### src/hdl/assert_macros.svh
// Assertion macros used by the RTL engine module.
`ifndef ASSERT_MACROS_SVH
`define ASSERT_MACROS_SVH

// Same-cycle implication, checked on the rising clock edge outside reset.
`define ASSERT_IMP(lbl, clk, rst_n, ante, cons, msg) \
	lbl: assert property (@(posedge clk) disable iff (!(rst_n)) (ante) |-> (cons)) \
		else $error(msg);

// Next-cycle implication, checked on the rising clock edge outside reset.
`define ASSERT_NXT(lbl, clk, rst_n, ante, cons, msg) \
	lbl: assert property (@(posedge clk) disable iff (!(rst_n)) (ante) |=> (cons)) \
		else $error(msg);

`endif

### src/hdl/lssw_pkg.sv
// Shared types, constants and sine coefficients of the LED strip sine wave pattern core.
package lssw_pkg;

	// Defaults of the top-level parameters.
	localparam int DefNumWaves  = 6;
	localparam int DefPhaseBits = 16;

	// Strip length and the pixel index width that follows from it.
	localparam int MaxPixels = 1024;
	localparam int IndexW    = $clog2(MaxPixels);

	// Multiplier operand and product widths.
	localparam int MulW  = 31;
	localparam int ProdW = 2 * MulW;

	// Odd sine polynomial coefficients, Q30.
	localparam logic [MulW-1:0] SinA1 = 31'd1686629713;
	localparam logic [MulW-1:0] SinA3 = 31'd693598668;
	localparam logic [MulW-1:0] SinA5 = 31'd85569305;
	localparam logic [MulW-1:0] SinA7 = 31'd5026991;
	localparam logic [MulW-1:0] SinA9 = 31'd172272;

	// One in Q23, the clamp level of the wave sum.
	localparam int OneQ23 = 1 << 23;

	// Register reset values.
	localparam logic [15:0]        RstAnglePerPixel = 16'd1092;
	localparam logic signed [15:0] RstWaveThreshold = 16'sd32113;
	localparam logic [15:0]        RstWaveGain      = 16'd12800;
	localparam logic [7:0]         RstBlueLevel     = 8'd178;
	localparam logic [11:0]        RstPhaseStep     = 12'd21;

	// Register indexes on the configuration port.
	typedef enum logic [2:0] {
		REG_ANGLE_PER_PIXEL = 3'd0,
		REG_WAVE_THRESHOLD  = 3'd1,
		REG_WAVE_GAIN       = 3'd2,
		REG_BLUE_LEVEL      = 3'd3,
		REG_PHASE_STEP      = 3'd4
	} lssw_reg_t;

	// Configuration registers as seen by the engine.
	typedef struct packed {
		logic [15:0]        angle_per_pixel;
		logic signed [15:0] wave_threshold;
		logic [15:0]        wave_gain;
		logic [7:0]         blue_level;
		logic [11:0]        phase_step;
	} lssw_cfg_t;

	// Result handed from the engine to the output register.
	typedef struct packed {
		logic              valid;
		logic [IndexW-1:0] index;
		logic [7:0]        red;
	} lssw_res_t;

	// Horner coefficients in the order they are applied after A9.
	function automatic logic [MulW-1:0] sin_coef(input logic [1:0] sel);
		logic [MulW-1:0] c;
		case (sel)
			2'd0: c = SinA7;
			2'd1: c = SinA5;
			2'd2: c = SinA3;
			default: c = SinA1;
		endcase
		return c;
	endfunction

endpackage

### src/hdl/lssw_engine.sv
// Sequencer and shared multiplier that compute the colour of one pixel.
`include "assert_macros.svh"

module lssw_engine
	import lssw_pkg::*;
#(
	parameter int NUM_WAVES  = DefNumWaves,
	parameter int PHASE_BITS = DefPhaseBits
) (
	input  logic              clk,
	input  logic              arst_n,
	input  lssw_cfg_t         cfg,
	input  logic              start,
	input  logic [IndexW-1:0] pixel_index,
	input  logic              frame_end,
	input  logic              out_free,
	output logic              idle,
	output lssw_res_t         res
);

	localparam int WaveW = (NUM_WAVES > 1) ? $clog2(NUM_WAVES) : 1;
	localparam int SumW  = 32 + $clog2(NUM_WAVES + 1);
	localparam int QuadW = PHASE_BITS - 2;
	localparam logic [WaveW-1:0] LastWave = WaveW'(NUM_WAVES - 1);

	typedef enum logic [3:0] {
		ST_IDLE, ST_PIX_M, ST_PIX_W, ST_ANG, ST_U2_M, ST_U2_W, ST_P_M, ST_P_W,
		ST_V_M, ST_V_W, ST_TH, ST_G_M, ST_G_W, ST_FIN, ST_DONE
	} state_t;

	state_t                              state_q;
	logic [IndexW-1:0]                   idx_q;
	logic                                last_q;
	logic [WaveW-1:0]                    wave_q;
	logic [1:0]                          coef_q;
	logic [PHASE_BITS-1:0]               pix_q;
	logic [PHASE_BITS-1:0]               dstep_q;
	logic [1:0]                          quad_q;
	logic [MulW-1:0]                     u_q;
	logic [MulW-1:0]                     u2_q;
	logic [MulW-1:0]                     p_q;
	logic signed [15:0]                  s_q;
	logic [15:0]                         e_q;
	logic [SumW-1:0]                     sum_q;
	logic [7:0]                          red_q;
	logic [ProdW-1:0]                    prod_s1;
	logic [NUM_WAVES-1:0][PHASE_BITS-1:0] phase_q;

	logic [MulW-1:0]       mul_a;
	logic [MulW-1:0]       mul_b;
	logic [PHASE_BITS-1:0] ang;
	logic [QuadW:0]        mirr;
	logic [MulW-1:0]       prod_hi;
	logic [16:0]           v_rnd;
	logic [14:0]           v_mag;
	logic [23:0]           sum_clamp;
	logic [31:0]           sum_255;
	logic [PHASE_BITS-1:0] step_pb;

	// Operand selection of the shared multiplier.
	always_comb begin
		mul_a = '0;
		mul_b = '0;
		case (state_q)
			ST_PIX_M: begin
				mul_a = MulW'(idx_q);
				mul_b = MulW'(cfg.angle_per_pixel);
			end
			ST_U2_M: begin
				mul_a = u_q;
				mul_b = u_q;
			end
			ST_P_M: begin
				mul_a = u2_q;
				mul_b = p_q;
			end
			ST_V_M: begin
				mul_a = u_q;
				mul_b = p_q;
			end
			ST_G_M: begin
				mul_a = MulW'(e_q);
				mul_b = MulW'(cfg.wave_gain);
			end
			default: begin
				mul_a = '0;
				mul_b = '0;
			end
		endcase
	end

	// The multiplier result is registered before anything uses it.
	always_ff @(posedge clk) begin
		prod_s1 <= mul_a * mul_b;
	end

	assign prod_hi = prod_s1[ProdW-2:30];

	// Angle of the current wave, folded into the first quadrant.
	always_comb begin
		ang  = pix_q + phase_q[wave_q];
		mirr = {1'b0, ang[QuadW-1:0]};
		if (ang[QuadW]) begin
			mirr = (QuadW+1)'(1 << QuadW) - {1'b0, ang[QuadW-1:0]};
		end
	end

	// Round the polynomial to Q1.15 and saturate.
	always_comb begin
		v_rnd = 17'((32'(prod_hi) + 32'(1 << 14)) >> 15);
		v_mag = (v_rnd > 17'd32767) ? 15'd32767 : v_rnd[14:0];
	end

	// Clamp the sum to one and scale by 255.
	always_comb begin
		sum_clamp = (sum_q > SumW'(OneQ23)) ? 24'(OneQ23) : sum_q[23:0];
		sum_255   = {sum_clamp, 8'd0} - 32'(sum_clamp);
	end

	assign step_pb = PHASE_BITS'(cfg.phase_step);

	// Sequencer and its working registers.
	always_ff @(posedge clk or negedge arst_n) begin
		if (!arst_n) begin
			state_q <= ST_IDLE;
			wave_q  <= '0;
			coef_q  <= '0;
			last_q  <= 1'b0;
		end else begin
			case (state_q)
				ST_IDLE: begin
					if (start) begin
						idx_q   <= pixel_index;
						last_q  <= frame_end;
						sum_q   <= '0;
						wave_q  <= '0;
						dstep_q <= step_pb;
						state_q <= ST_PIX_M;
					end
				end
				ST_PIX_M: state_q <= ST_PIX_W;
				ST_PIX_W: begin
					pix_q   <= prod_s1[PHASE_BITS-1:0];
					state_q <= ST_ANG;
				end
				ST_ANG: begin
					quad_q  <= ang[PHASE_BITS-1:PHASE_BITS-2];
					u_q     <= MulW'(mirr) << (32 - PHASE_BITS);
					state_q <= ST_U2_M;
				end
				ST_U2_M: state_q <= ST_U2_W;
				ST_U2_W: begin
					u2_q    <= prod_hi;
					p_q     <= SinA9;
					coef_q  <= '0;
					state_q <= ST_P_M;
				end
				ST_P_M: state_q <= ST_P_W;
				ST_P_W: begin
					p_q    <= sin_coef(coef_q) - prod_hi;
					coef_q <= coef_q + 2'd1;
					if (coef_q == 2'd3) begin
						state_q <= ST_V_M;
					end else begin
						state_q <= ST_P_M;
					end
				end
				ST_V_M: state_q <= ST_V_W;
				ST_V_W: begin
					s_q     <= quad_q[1] ? -$signed({1'b0, v_mag}) : $signed({1'b0, v_mag});
					state_q <= ST_TH;
				end
				ST_TH: begin
					e_q     <= (s_q >= cfg.wave_threshold) ? 16'(s_q - cfg.wave_threshold) : '0;
					state_q <= ST_G_M;
				end
				ST_G_M: state_q <= ST_G_W;
				ST_G_W: begin
					sum_q   <= sum_q + SumW'(prod_s1[31:0]);
					dstep_q <= dstep_q + step_pb;
					if (wave_q == LastWave) begin
						state_q <= ST_FIN;
					end else begin
						wave_q  <= wave_q + WaveW'(1);
						state_q <= ST_ANG;
					end
				end
				ST_FIN: begin
					red_q   <= sum_255[30:23];
					state_q <= ST_DONE;
				end
				ST_DONE: begin
					if (out_free) begin
						state_q <= ST_IDLE;
					end
				end
				default: state_q <= ST_IDLE;
			endcase
		end
	end

	// Phase accumulators; a wave moves once its term is summed on the last pixel.
	for (genvar gk = 0; gk < NUM_WAVES; gk++) begin : g_phase
		localparam logic [PHASE_BITS-1:0] RstPhase =
			PHASE_BITS'(((64'(gk) << (PHASE_BITS + 1)) + 64'(NUM_WAVES)) / (2 * NUM_WAVES));
		localparam bit Backward = (gk % 2) == 0;

		always_ff @(posedge clk or negedge arst_n) begin
			if (!arst_n) begin
				phase_q[gk] <= RstPhase;
			end else if (state_q == ST_G_W && last_q && wave_q == WaveW'(gk)) begin
				if (Backward) begin
					phase_q[gk] <= phase_q[gk] - dstep_q;
				end else begin
					phase_q[gk] <= phase_q[gk] + dstep_q;
				end
			end
		end
	end

	assign idle      = (state_q == ST_IDLE);
	assign res.valid = (state_q == ST_DONE) && out_free;
	assign res.index = idx_q;
	assign res.red   = red_q;

	`ASSERT_IMP(a_start_idle, clk, arst_n, start, state_q == ST_IDLE, "item started while busy")
	`ASSERT_NXT(a_res_to_idle, clk, arst_n, res.valid, state_q == ST_IDLE, "result without return to idle")
	`ASSERT_NXT(a_phase_hold, clk, arst_n, state_q != ST_IDLE && !last_q, $stable(phase_q), "phase moved mid-frame")
	`ASSERT_NXT(a_sum_grows, clk, arst_n, state_q == ST_G_W, sum_q >= $past(sum_q), "wave sum decreased")

endmodule

### src/hdl/led_strip_sine_wave_pattern_core.sv
// Top level of the LED strip sine wave pattern core: register port, stream ports, output register.
//
// The core takes one pixel index per beat on the s_axis channel (tlast marks the last pixel of
// a frame) and returns one colour beat on the m_axis channel for every input beat, in order.
// Red and green carry the clamped sum of NUM_WAVES thresholded sine waves scaled to 0..255;
// blue is the blue_level register.
// One multiplier is shared by the pixel angle, the five-term sine polynomial and the gain, and
// every product is registered before use; each wave takes seven multiplies plus an angle step and
// a threshold step. On the last pixel of a frame each wave phase moves by its multiple of
// phase_step as its term is summed, even-numbered waves backward and odd-numbered ones forward.
// s_axis_tready is high only while the sequencer is idle; one pixel is in work at a time.
// The finished colour sits in an output register; while it waits for m_axis_tready the next
// pixel is already accepted, and a sequencer that finishes against a full register holds its
// result until the register frees.
// Reset clears both channels and loads the register defaults and the evenly spread start phases;
// no clearing pass is needed. The user must see that configuration is written only while the core
// is idle; the core itself leaves this unchecked.
module led_strip_sine_wave_pattern_core
	import lssw_pkg::*;
#(
	parameter int NUM_WAVES  = DefNumWaves,
	parameter int PHASE_BITS = DefPhaseBits
) (
	input  logic        clk,
	input  logic        arst_n,
	// Configuration port.
	input  logic        psel,
	input  logic        penable,
	input  logic        pwrite,
	input  logic [4:0]  paddr,
	input  logic [31:0] pwdata,
	output logic [31:0] prdata,
	output logic        pready,
	// Pixel input.
	input  logic        s_axis_tvalid,
	output logic        s_axis_tready,
	input  logic [15:0] s_axis_tdata,  // [9:0] pixel_index, [15:10] zero
	input  logic        s_axis_tlast,  // frame_end
	// Colour output.
	output logic        m_axis_tvalid,
	input  logic        m_axis_tready,
	output logic [39:0] m_axis_tdata   // [9:0] out_index, [17:10] red, [25:18] green,
	                                   // [33:26] blue, [39:34] zero
);

	lssw_cfg_t         cfg_q;
	lssw_res_t         res;
	lssw_reg_t         reg_sel;
	logic              wr_en;
	logic              idle;
	logic              start;
	logic              out_free;
	logic              m_valid_q;
	logic [IndexW-1:0] m_index_q;
	logic [7:0]        m_red_q;
	logic [7:0]        m_blue_q;

	assign pready  = 1'b1;
	assign reg_sel = lssw_reg_t'(paddr[4:2]);
	assign wr_en   = psel && penable && pwrite && pready;

	// Register writes.
	always_ff @(posedge clk or negedge arst_n) begin
		if (!arst_n) begin
			cfg_q.angle_per_pixel <= RstAnglePerPixel;
			cfg_q.wave_threshold  <= RstWaveThreshold;
			cfg_q.wave_gain       <= RstWaveGain;
			cfg_q.blue_level      <= RstBlueLevel;
			cfg_q.phase_step      <= RstPhaseStep;
		end else if (wr_en) begin
			case (reg_sel)
				REG_ANGLE_PER_PIXEL: cfg_q.angle_per_pixel <= pwdata[15:0];
				REG_WAVE_THRESHOLD:  cfg_q.wave_threshold  <= $signed(pwdata[15:0]);
				REG_WAVE_GAIN:       cfg_q.wave_gain       <= pwdata[15:0];
				REG_BLUE_LEVEL:      cfg_q.blue_level      <= pwdata[7:0];
				REG_PHASE_STEP:      cfg_q.phase_step      <= pwdata[11:0];
				default: ;
			endcase
		end
	end

	// Register reads.
	always_comb begin
		case (reg_sel)
			REG_ANGLE_PER_PIXEL: prdata = 32'(cfg_q.angle_per_pixel);
			REG_WAVE_THRESHOLD:  prdata = 32'(unsigned'(cfg_q.wave_threshold));
			REG_WAVE_GAIN:       prdata = 32'(cfg_q.wave_gain);
			REG_BLUE_LEVEL:      prdata = 32'(cfg_q.blue_level);
			REG_PHASE_STEP:      prdata = 32'(cfg_q.phase_step);
			default:             prdata = '0;
		endcase
	end

	assign s_axis_tready = idle;
	assign start         = s_axis_tvalid && idle;
	assign out_free      = !m_valid_q || m_axis_tready;

	lssw_engine #(
		.NUM_WAVES  (NUM_WAVES),
		.PHASE_BITS (PHASE_BITS)
	) u_engine (
		.clk         (clk),
		.arst_n      (arst_n),
		.cfg         (cfg_q),
		.start       (start),
		.pixel_index (s_axis_tdata[IndexW-1:0]),
		.frame_end   (s_axis_tlast),
		.out_free    (out_free),
		.idle        (idle),
		.res         (res)
	);

	// Output register; a new result loads when the register is empty or its beat is taken.
	always_ff @(posedge clk or negedge arst_n) begin
		if (!arst_n) begin
			m_valid_q <= 1'b0;
		end else if (res.valid) begin
			m_valid_q <= 1'b1;
		end else if (m_axis_tready) begin
			m_valid_q <= 1'b0;
		end
	end

	always_ff @(posedge clk) begin
		if (res.valid) begin
			m_index_q <= res.index;
			m_red_q   <= res.red;
			m_blue_q  <= cfg_q.blue_level;
		end
	end

	assign m_axis_tvalid = m_valid_q;
	assign m_axis_tdata  = {6'd0, m_blue_q, m_red_q, m_red_q, m_index_q};

endmodule
### config.mk
export PLATFORM = sky130hd
export DESIGN_NAME = led_strip_sine_wave_pattern_core
export DESIGN_NICKNAME = d
export VERILOG_FILES = /design/src/hdl/lssw_pkg.sv /design/src/hdl/lssw_engine.sv /design/src/hdl/led_strip_sine_wave_pattern_core.sv
export VERILOG_INCLUDE_DIRS = /design/src /design/src/hdl
export SDC_FILE = /design/constraint.sdc
export NUM_CORES = 2
export LEC_CHECK = 0
export BUFFER_PORTS_ARGS = -buffer_cell sky130_fd_sc_hd__buf_4
export CELL_PAD_IN_SITES_DETAIL_PLACEMENT = 1
export CELL_PAD_IN_SITES_GLOBAL_PLACEMENT = 2
export CORE_MARGIN = 5
export CORE_UTILIZATION = 30
export DETAILED_ROUTE_END_ITERATION = 12
export HOLD_SLACK_MARGIN = 0.08
export PLACE_DENSITY = 0.63
export SLEW_MARGIN = 15
export SYNTH_ARGS = -nofsm -noshare
export SYNTH_HDL_FRONTEND = slang
export SYNTH_SLANG_ARGS = --single-unit
### constraint.sdc
create_clock -name clk -period 21.5 [get_ports clk]
set_input_delay 4.3 -clock clk [delete_from_list [all_inputs] [get_ports clk]]
set_output_delay 4.3 -clock clk [all_outputs]
set_load 0.02 [all_outputs]
==> impl_results.md <==
* Status: complete, no violations
* IO Port Bufs at 88
* Synth cell types at 90
* Hold path cells at 0
* Worst Clk Skew at 0.03385 ns
* CTS tree: done
* Fill cell count at ~22,000
* Crit end category: flip-flop
* Final hold violations at 0
* Postcts setup bufs at 0
* Critical Path Max Stage Delay at 0.93 ns
* Min Tclk post-route at roughly 11 ns
* Ports at roughly 140
* CP most frequent cell: fa_1
* Max Cap Viol at 0
* RSZ-0062 raised after global routing: no
* Full die area at 201,300 µm²
* Req. time, crit path at 22.05 ns
* Design Power at slightly above 0.007 W
* CTS root buffer: clkbuf_16
* GRT Max-Usage Layer: met2
* Syn Inst Count at ~6,300
* PwrDens at 112.6 nW/µm²
* GR Util met1 at 29.39%
* Sequential element share of the synthesized area at 21.33%
* Pre-antenna DRT Iters at 5
* Share of layout cells above drive strength 1 at 8.430%
* Core area at 192,000 µm²
* DRC Markers at 0
* CTS Sinks at 457
* Largest net degree at the start of global routing at 107
* Fin util at 33.15%
* Worst skew pair latency at between 0.6 and 0.7 ns
* Critical path peak fanout at 17
* Final period utilization at 53.22%
* GR Util met2 at 34.48%
* Fin nets at 7,626
* CTS Buf Count at 58
* Initial antenna violation count at 9
* Crit path launch type: flip-flop
* Met3 global-route usage at 1.899%
* Setup TNS Final at 0 ns
* Async SR Flop Fraction at 38.29%
* Hold Slack at 0.4382 ns
* Final Setup Violations at 0
* Fin area at 63,640 µm²
* Tot GR Track Use at 20.77%
* Min-delay worst type: reg -> reg
* Starting density of the core at 30.07%
* Worst path arrival time at 11.99 ns
* # H-tree levels at 2
* Post-synth top flop: edfxtp_1
* Peak ir drop on the vdd network at approximately 110 µV
* Max Clk Rate at 87.39 MHz
* Slew at the pin closest to its max-slew limit at 1.088 ns
* Cell Area, Synth at 57,720 µm²
* Synth Register Bits at 457
* Slew Limit Fails at 0
* Die width at roughly 450 µm
* Setup CP Type: reg -> reg
* Row Count at 161
* First-pass GRT wire length at about 320,000 µm
* Vias at 44,520
* Post-synth top area share at 29.38%
* Worst slew margin at 27.29%
* Die Height at 448.6 µm
* Routed len/inst at roughly 24 µm
* Standby leakage power at 29.23 nW
* Clk slew on worst S/H paths at approximately 0.070 ns
* CP max-delay cell: nand2_1
* Longest Clk Path Bufs at 3
* Synth warn at 0
* Hold buffer count at cts at 0
* Reg2reg path depth at 27
* Area delta synth->final at 10.26%
* Number of synthesized flops with an enable pin at 221
* DRT iter0 DRCs at approximately 2,600
* Remaining Overflow, GRT at 0
* Top cells by area, synth: fa_1 29%, edfxtp_1 11%, ha_1 10%
* Post-DP HPWL at 166,600 µm
* RD Place Congestion at 0.8571
* Number of global-route vias before repair at 48,400
* Largest area contributor in the netlist: fa_1
* DRT antenna net count at 0
* PostCTS Resize Cnt at 0
* Post-DP Area at a little over 60,000 µm²
* Via/cell ratio at just over 5
* Mapped Avg Cell Area at approximately 9 µm²
* Final wirelength at around 210,000 µm
-- cell usage after synthesis, types with 46 or more instances --
cell type and instances:
nand2_1 837, a22oi_1 60, dfrtp_1 117, edfxtp_1 221, a21oi_1 200, mux2i_1 47
fa_1 847, clkbuf_1 240, xor2_1 89, nand3_1 79, nor2_1 694, nor3_1 100
ha_1 469, mux2_2 61, inv_1 934, dfstp_2 58, o21ai_0 207, and2_1 46
dfxtp_1 61, xnor2_1 135, a21o_1 76
-- routing by layer --
metal	wire, µm	part of all wire [%]
met5	11	0.0053
met3	8508	4.1
met4	5664	2.7
met1	97730	47
met2	97490	47
-- sequential cells by signal, summed over array words and instances (netlist names), 31 cells and up --
signal            count
u_engine.phase_q     96
u_engine.prod_s1     61
u_engine.sum_q       35
u_engine.u2_q        31
cfg_q                68
u_engine.p_q         31
-- cells in the final DEF, fill, tap and decap left out, types with 30 or more instances in the layout --
master     synthesis  routed
a22oi_1           60      54
a211oi_1          30      30
and3_1            34      34
a21o_1            76      76
edfxtp_1         221     221
xor2_1            89      89
dfstp_2           58      58
buf_4             32     208
nand2b_1          40      40
o21ai_0          207     207
nor2b_1           36      35
mux2_2            61      61
o21ai_1           31      31
a21oi_1          200     199
mux2i_1           47      47
nor2_1           694     689
nor3_1           100      97
xnor2_1          135     135
ha_1             469     469
and2_1            46      40
nand2_1          837     837
dfxtp_1           61      61
fa_1             847     847
inv_1            934     934
o21a_1            43      43
dfrtp_1          117     116
o31ai_1           39      39
nand3_1           79      78
clkbuf_16          0      58
-- cells by family after synthesis --
group | synth area share (%)
AND/OR/NAND/NOR | 14.88
adder cells (fa/ha/maj) | 39.54
buffers and inverters | 8.233
AO/OA/AOI/OAI | 9.950
flip-flops | 21.33
XOR/XNOR | 3.399
multiplexers | 2.653
other | 0.01301
-- power breakdown --
part / leakage [nW] / switching (W) / internal (W)
logic: 23.5 / 0.00316 / 0.00164
registers: 4.70 / 0.000154 / 0.00111
clock network: 1.05 / 0.000444 / 0.000663
-- layout make-up --
class                           instances  area [µm²]  share of cell area (%)
Clock buffer                           67        1535                   2.412
Sequential cell                       457       12310                   19.34
Timing Repair Buffer                  211        1607                   2.524
Inverter                              935        3510                   5.514
Tap cell                             2526        3161                   4.966
Multi-Input combinational cell       4586       40880                   64.23
Antenna cell                            8       20.02                 0.03146
Clock inverter                         43       623.1                  0.9790
-- final timing paths --
| check | start | to | slack, ns |
|---|---|---|---|
| min in group asynchronous | arst_n | cfg_q[12] | 3.68 |
| hold / removal | u_engine.prod_s1[41] | u_engine.u2_q[11] | 0.44 |
| setup reg to reg | u_engine.state_q[3] | u_engine.prod_s1[60] | 10.06 |
| hold reg to reg | u_engine.prod_s1[41] | u_engine.u2_q[11] | 0.44 |
| setup / recovery | u_engine.state_q[3] | u_engine.prod_s1[60] | 10.06 |
| max in group asynchronous | arst_n | u_engine.phase_q[33] | 16.65 |
-- stage by stage --
stage | std cells | worst slack (ns)
after detailed placement | 8715 | 10.23
final | 8833 | 10.06
after CTS | 8825 | 10.17
after floorplan | 6274 | 11.49
after global routing | 8828 | 9.553
after global placement | 8714 | 10.28
-- critical path: cells and delay by family (launching register included) --
| family | cells | cell delay, ns |
|---|---|---|
| flops | 1 | 0.77 |
| buf+inv | 3 | 0.19 |
| simple gates | 7 | 3.23 |
| compound gates | 8 | 2.70 |
| fa+ha+maj | 9 | 4.37 |
Power figures use the tool's default switching activity.
